[src/bubble_sorter_top_macros.svh]
// ----------------------------------------------------------------------------
// bubble_sorter_top_macros.svh
// Assertion macros shared by the sorter RTL files.
// ----------------------------------------------------------------------------
`ifndef BUBBLE_SORTER_TOP_MACROS_SVH
`define BUBBLE_SORTER_TOP_MACROS_SVH

// Same-cycle implication, disabled while reset is asserted
`define BSORT_ASSERT_IMP(label, clk, rst_n, ante, cons, msg) \
	label: assert property (@(posedge clk) disable iff (!(rst_n)) (ante) |-> (cons)) \
		else $error(msg);

// Next-cycle implication, disabled while reset is asserted
`define BSORT_ASSERT_NXT(label, clk, rst_n, ante, cons, msg) \
	label: assert property (@(posedge clk) disable iff (!(rst_n)) (ante) |=> (cons)) \
		else $error(msg);

`endif

[src/bsort_pkg.sv]
// ----------------------------------------------------------------------------
// bsort_pkg
// Shared types and constants for the systolic sorter.
// ----------------------------------------------------------------------------
`default_nettype none

package bsort_pkg;

	localparam int DATA_W           = 32;
	localparam int MAX_ELEMENTS_DEF = 64;

	typedef logic signed [DATA_W-1:0] elem_t;

	// What every cell does in a given cycle
	typedef enum logic [1:0] {
		CELL_INSERT,   // take the incoming element, pass the larger one on
		CELL_SHIFT_LO, // move contents one cell toward cell 0
		CELL_SHIFT_HI  // move contents one cell toward the far end
	} cell_mode_t;

	typedef struct packed {
		cell_mode_t mode;
	} cell_ctrl_t;

endpackage

`default_nettype wire

[src/bsort_cell.sv]
// ----------------------------------------------------------------------------
// bsort_cell
// One compare-exchange cell: keeps the smallest element it has seen and
// hands the other one on to the next cell through a register.
// ----------------------------------------------------------------------------
`default_nettype none
`include "bubble_sorter_top_macros.svh"

module bsort_cell import bsort_pkg::*; (
	input  wire logic       clk,
	input  wire logic       arst_n,
	input  wire cell_ctrl_t ctrl,
	// element handed in from the previous cell
	input  wire logic       ins_vld,
	input  wire elem_t      ins_val,
	// held contents of the neighbors
	input  wire logic       lo_vld,
	input  wire elem_t      lo_val,
	input  wire logic       hi_vld,
	input  wire elem_t      hi_val,
	// this cell's state
	output logic            held_vld,
	output elem_t           held_val,
	output logic            pass_vld,
	output elem_t           pass_val
);

	logic  held_vld_q;
	elem_t held_val_q;
	logic  pass_vld_q;
	elem_t pass_val_q;

	// valid bits
	always_ff @(posedge clk or negedge arst_n) begin
		if (!arst_n) begin
			held_vld_q <= 1'b0;
			pass_vld_q <= 1'b0;
		end else begin
			case (ctrl.mode)
				CELL_INSERT: begin
					if (ins_vld) begin
						held_vld_q <= 1'b1;
						pass_vld_q <= held_vld_q;
					end else begin
						pass_vld_q <= 1'b0;
					end
				end
				CELL_SHIFT_LO: begin
					held_vld_q <= hi_vld;
					pass_vld_q <= 1'b0;
				end
				CELL_SHIFT_HI: begin
					held_vld_q <= lo_vld;
					pass_vld_q <= 1'b0;
				end
				default: begin
					pass_vld_q <= 1'b0;
				end
			endcase
		end
	end

	// data: keep the smaller of held and incoming, pass the other
	always_ff @(posedge clk) begin
		case (ctrl.mode)
			CELL_INSERT: begin
				if (ins_vld) begin
					if (!held_vld_q) begin
						held_val_q <= ins_val;
					end else if (ins_val < held_val_q) begin
						held_val_q <= ins_val;
						pass_val_q <= held_val_q;
					end else begin
						pass_val_q <= ins_val;
					end
				end
			end
			CELL_SHIFT_LO: begin
				held_val_q <= hi_val;
			end
			CELL_SHIFT_HI: begin
				held_val_q <= lo_val;
			end
			default: begin
				held_val_q <= held_val_q;
			end
		endcase
	end

	assign held_vld = held_vld_q;
	assign held_val = held_val_q;
	assign pass_vld = pass_vld_q;
	assign pass_val = pass_val_q;

	// an empty cell never has anything in flight to its neighbor
	`BSORT_ASSERT_IMP(a_pass_needs_held, clk, arst_n, pass_vld_q, held_vld_q,
		"cell passes an element while empty")

endmodule

`default_nettype wire

[config.mk]
export PLATFORM = sky130hd
export DESIGN_NAME = bsort_cell
export DESIGN_NICKNAME = d
export VERILOG_FILES = /design/src/bsort_pkg.sv /design/src/bsort_cell.sv
export VERILOG_INCLUDE_DIRS = /design/src /design/src/src
export SDC_FILE = /design/constraint.sdc
export NUM_CORES = 1
export LEC_CHECK = 0
export BUFFER_PORTS_ARGS = -buffer_cell sky130_fd_sc_hd__buf_2
export CORE_ASPECT_RATIO = 1.5
export CORE_MARGIN = 2
export CORE_UTILIZATION = 42
export CTS_CLUSTER_DIAMETER = 30
export CTS_CLUSTER_SIZE = 8
export DETAILED_ROUTE_END_ITERATION = 8
export PLACE_DENSITY = 0.78
export SLEW_MARGIN = 20
export SYNTH_ARGS = -nofsm -noshare
export SYNTH_HDL_FRONTEND = slang
export SYNTH_SLANG_ARGS = --single-unit
[constraint.sdc]
create_clock -name clk -period 4.23 [get_ports clk]
set_input_delay 0.846 -clock clk [delete_from_list [all_inputs] [get_ports clk]]
set_output_delay 0.846 -clock clk [all_outputs]
set_load 0.01 [all_outputs]
After elaboration in Yosys (flattened, before gate mapping)

Index checks and enable logic that the tools add are counted.

Output and inout port bits: 66
Input bits: 103
Register bits: 66
Word-level logic and storage cells: 23

Equal/unequal tests: 4
Mux-type cells: 9
Reduce and logical (&&, ||, !) cells: 5
$lt $le $gt $ge: 1

Operators by type and width:

| cell               | number |
|---|---|
| $mux 32            | 4 |
| $pmux 32 s3        | 1 |
| $lt 32x32->1       | 1 |
| $reduce_and 3->1   | 2 |
| $mux 1             | 3 |
| $ne 3x3->1 const B | 1 |
| $pmux 1 s3         | 1 |
| $reduce_bool 3->1  | 1 |
| $eq 2x1->1 const B | 1 |
| $eq 2x2->1 const B | 1 |
| $logic_not 2->1    | 1 |
| $ne 2x2->1 const B | 1 |
| $reduce_and 2->1   | 1 |

Logic depth before layout (Yosys ltp)

Depth in word-level cells: 5
Mapped depth: 9

Worst setup path before layout

Ideal clock, no wire load.

Path kind: input port to flip-flop
From: input ins_val[25]
To: register held_val_q[0] (netlist: held_val[0]) (enable)
Required time: 3,839 ps
Library setup time: 391 ps
Cell stages on the path: 8
Arrival: 3,498 ps
Path slack: 342 ps
Cell sequence: ha_1 > a21o_1 > a221o_1 > a221o_1 > o2bb2ai_1 > a211oi_4 > buf_6 > o21a_1

Longest elaborated chain between the ends: 3

RTL lines:

| what                              | line             | RTL |
|---|---|---|
| start: declaration                | bsort_cell.sv:15 | `input wire elem_t ins_val,` |
| $lt 32x32->1                      | bsort_cell.sv:70 | `end else if (ins_val < held_val_q) begin` |
| $ne 3x3->1 (no source line)       | -                |  |
| $reduce_and 3->1 (no source line) | -                |  |
| end signal: assignment            | bsort_cell.sv:69 | `held_val_q <= ins_val;` |
| end signal: assignment            | bsort_cell.sv:71 | `held_val_q <= ins_val;` |
| end signal: assignment            | bsort_cell.sv:79 | `held_val_q <= hi_val;` |
| end: declaration                  | bsort_cell.sv:29 | `elem_t held_val_q;` |

No other way between the ends.
A chain may end at the register's enable or synchronous reset.

Final worst setup path

From: input ins_val[25]
To: register pass_val_q[1] (netlist: pass_val[1]) (data pin)

Longest elaborated chain between the ends: 2

RTL lines:

| what                   | line             | RTL |
|---|---|---|
| $lt 32x32->1           | bsort_cell.sv:70 |  |
| $mux 32                | bsort_cell.sv:70 |  |
| end signal: assignment | bsort_cell.sv:72 | `pass_val_q <= held_val_q;` |
| end signal: assignment | bsort_cell.sv:74 | `pass_val_q <= ins_val;` |
| end: declaration       | bsort_cell.sv:31 | `elem_t pass_val_q;` |

No other way between the ends.

==> reports/results.md <==
| Parameter | Value |
|---|---|
| Sequential cell area fraction in the yosys report | 0.500 |
| Instance count of the mapped netlist | 339 |
| Setup repair after global routing missed its margin | no |
| Transition time at the pin with the least slew margin | 0.826 ns |
| Nets | 644 |
| I/O Pins | 169 |
| Flop2flop setup slack | 1.17 ns |
| Worst-case vdd ir drop | 308 uV |
| # resized after CTS | 0 |
| Root buf cell | clkbuf_16 |
| Class of the worst hold path | in -> async |
| CP max stage delay | 0.40 ns |
| Max-slew headroom at the worst pin | 0.442 |
| Avg Cell Area, Syn | 11.6 um^2 |
| Distinct cell type count after synthesis | 32 |
| CTS tree | yes |
| Setup Total Neg Slack | 0 ns |
| Fmax achieved | 305 MHz |
| Die Y | 123 um |
| Power Dens Cells | 426 nW/um^2 |
| Most frequent cells in the layout | 168 x buf_2, 64 x edfxtp_1, 43 x a21oi_1 |
| Total of warnings raised by yosys | 0 |
| Fraction of the mapped netlist area in adder cells | 0.108 |
| Residual DRC count | 0 |
| Number of slew-limit violations in the final report | 0 |
| Reg-to-reg startpoint | held_val[25] |
| Cell area after synthesis | 3950 um^2 |
| Count of cells along the worst register-to-register path | 9 |
| Final Hold Viols | 0 |
| Worst Setup Start Kind | input pin |
| Quantity of I/O buffers inserted on ports | 168 |
| Terminus of the critical flop-to-flop path | pass_val[1] |
| Post-synthesis async set-or-reset flop share | 0.0303 |
| Initial antenna violation count | 0 |
| Detailed-router iteration count before antenna repair | 4 |
| Ant diodes | 0 |
| Count of maximum capacitance violations | 0 |
| Post-CTS setup repair buffer count | 0 |
| Worst Skew | 0.00755 ns |
| Remaining number of nets flagged by the antenna check after routing | 0 |
| Later-pin clock latency in the skew report | 0.33 ns |
| Worst path buffer plus inverter count | 2 |
| Arr. time, crit path | 3.36 ns |
| Rows | 43 |
| Routed via count | 3288 |
| Routability-driven placement congestion ratio | 0.771 |
| Result of the run | completed |
| Largest family of logic cells by synthesized area | compound AO/OA/AOI/OAI gates |
| CTS Buffer Depth | 2 |
| Critical-path cell with the highest stage delay | a221o_1 |
| Total Power | 2.19 mW |
| Die area | 10200 um^2 |
| Xor/xnor share of the synthesized area | 0 |
| Synth Net Count | 476 |
| Fill cells | 801 |
| Time the final worst path needs with I/O delays and setup | 3.28 ns |
| Number of sinks handled by clock tree synthesis | 66 |
| Final critical-path share of the clock period | 0.776 |
| Most frequent standard cell in the layout excluding fill and tap cells | buf_2 |
| Number of levels in the clock H-tree | 3 |
| TritonCTS Buffers | 9 |
| Final setup viols | 0 |
| Number of flops mapped to enable cells by yosys | 64 |
| Clock-pin slew on the worst setup and hold paths | 0.05 ns |
| Fraction of the mapped netlist area in compound gates | 0.152 |
| Cell family with the largest share of critical-path delay | compound AO/OA/AOI/OAI gates |
| Standard cell core area | 9200 um^2 |
| Routed via count divided by cell count | 5.27 |
| Routed wire length | 10400 um |
| HPWL after detailed placement | 7800 um |
| Iter 0 DRT Violations | 116 |
| Starting density of the core | 0.429 |
| Synth-to-layout area growth | 30.5% |
| Number of global-route vias before repair | 3344 |
| Fraction of layout cells with a size suffix above 1 | 0.434 |
| Drt wl/cell | 16.6 um |
| Most used cell, CP | a221o_1 |
| Grt ovf | 0 |
| Biggest fanout along the worst timing path | 16 |
| Die Width | 83.1 um |
| Global router's overall resource usage | 0.200 |
| Worst Setup End Kind | flip-flop |
| Hold_buf cts | 0 |
| Fraction of synthesized area in multiplexers | 0.119 |
| Post-synthesis simple-gate area fraction | 0.0675 |
| Leakage | 2.42 nW |
| Pin count of the biggest net entering global routing | 38 |
| Commonest register cell after synthesis | edfxtp_1 |
| Cells along the critical path | buf_2 -> ha_1 -> a21o_1 -> a221o_1 -> a221o_1 -> o2bb2ai_1 -> a211oi_4 -> buf_4 -> mux2_2 |
| Number of register bits inferred by synthesis | 66 |
| First-pass GRT wire length | 16000 um |
| Start-to-end type of the worst setup path | in -> reg |
| Required time worst endpoint | 4.31 ns |
-- worst max-delay path by stage --
stage	depth (start not counted)	slack (ns)	startpoint	end
final	9	0.95	ins_val[25]	pass_val[1]
after global routing	9	0.88	ins_val[25]	pass_val[1]
after global placement	9	0.70	ins_val[25]	pass_val[1]
after floorplan	8	0.34	ins_val[25]	held_val[0]
after detailed placement	9	0.63	ins_val[25]	pass_val[1]
after CTS	9	0.96	ins_val[25]	pass_val[1]
-- logic make-up after synthesis --
kind of cell	count (synthesis)
simple gates	63
buf+inv	51
mux	32
fa+ha+maj	34
compound gates	93
flops	66
-- power by group --
group	leakage (nW)	internal, mW	switching, mW
Sequential	0.625	0.834	0.0432
Clock	0.121	0.394	0.261
Combinational	1.67	0.325	0.335
Total	2.42	1.55	0.638
-- cell usage after synthesis (all sizes together), types with 3 or more instances --
cell type / instances / area [um^2]
mux2: 32 / 469
a22oi: 33 / 248
a21oi: 43 / 215
o21ai: 5 / 25.0
clkbuf: 12 / 45.0
ha: 34 / 425
nand2: 13 / 48.8
inv: 33 / 124
buf: 6 / 45.0
edfxtp: 64 / 1920
nor2: 40 / 150
a211oi: 3 / 35.0
-- metrics by stage --
stage	utilization	setup slack [ns]	std cells	hold WS, ns	instance area, um^2
after floorplan	-	0.342	339	0.550	3950
after global placement	0.532	0.697	608	0.584	4890
after detailed placement	0.532	0.633	608	0.593	4890
after CTS	0.560	0.958	624	0.286	5150
after global routing	0.560	0.876	624	0.284	5150
final	0.560	0.947	624	0.293	5150
-- registers in the layout, indices dropped and copies added (netlist names) --
register,cells
held_val,32
held_vld,1
pass_vld,1
pass_val,32
-- per-layer routing --
layer  up-vias  global-route usage  wire [um]
met5         -                   0          0
met1      1549               0.216       3910
met3        22              0.0437        518
li1       1592                   -          -
met2       125               0.367       5690
met4         0              0.0984        257
-- cell type report --
cell class / instances / area [um^2] / area share
Clock buffer: 13 / 240 / 0.0466
Clock inverter: 3 / 16.3 / 0.00316
Inverter: 33 / 124 / 0.0241
Multi-Input combinational cell: 222 / 1760 / 0.343
Sequential cell: 66 / 1970 / 0.383
Tap cell: 112 / 140 / 0.0272
Timing Repair Buffer: 175 / 893 / 0.173
No activity file was read; power rests on OpenSTA's default activity.
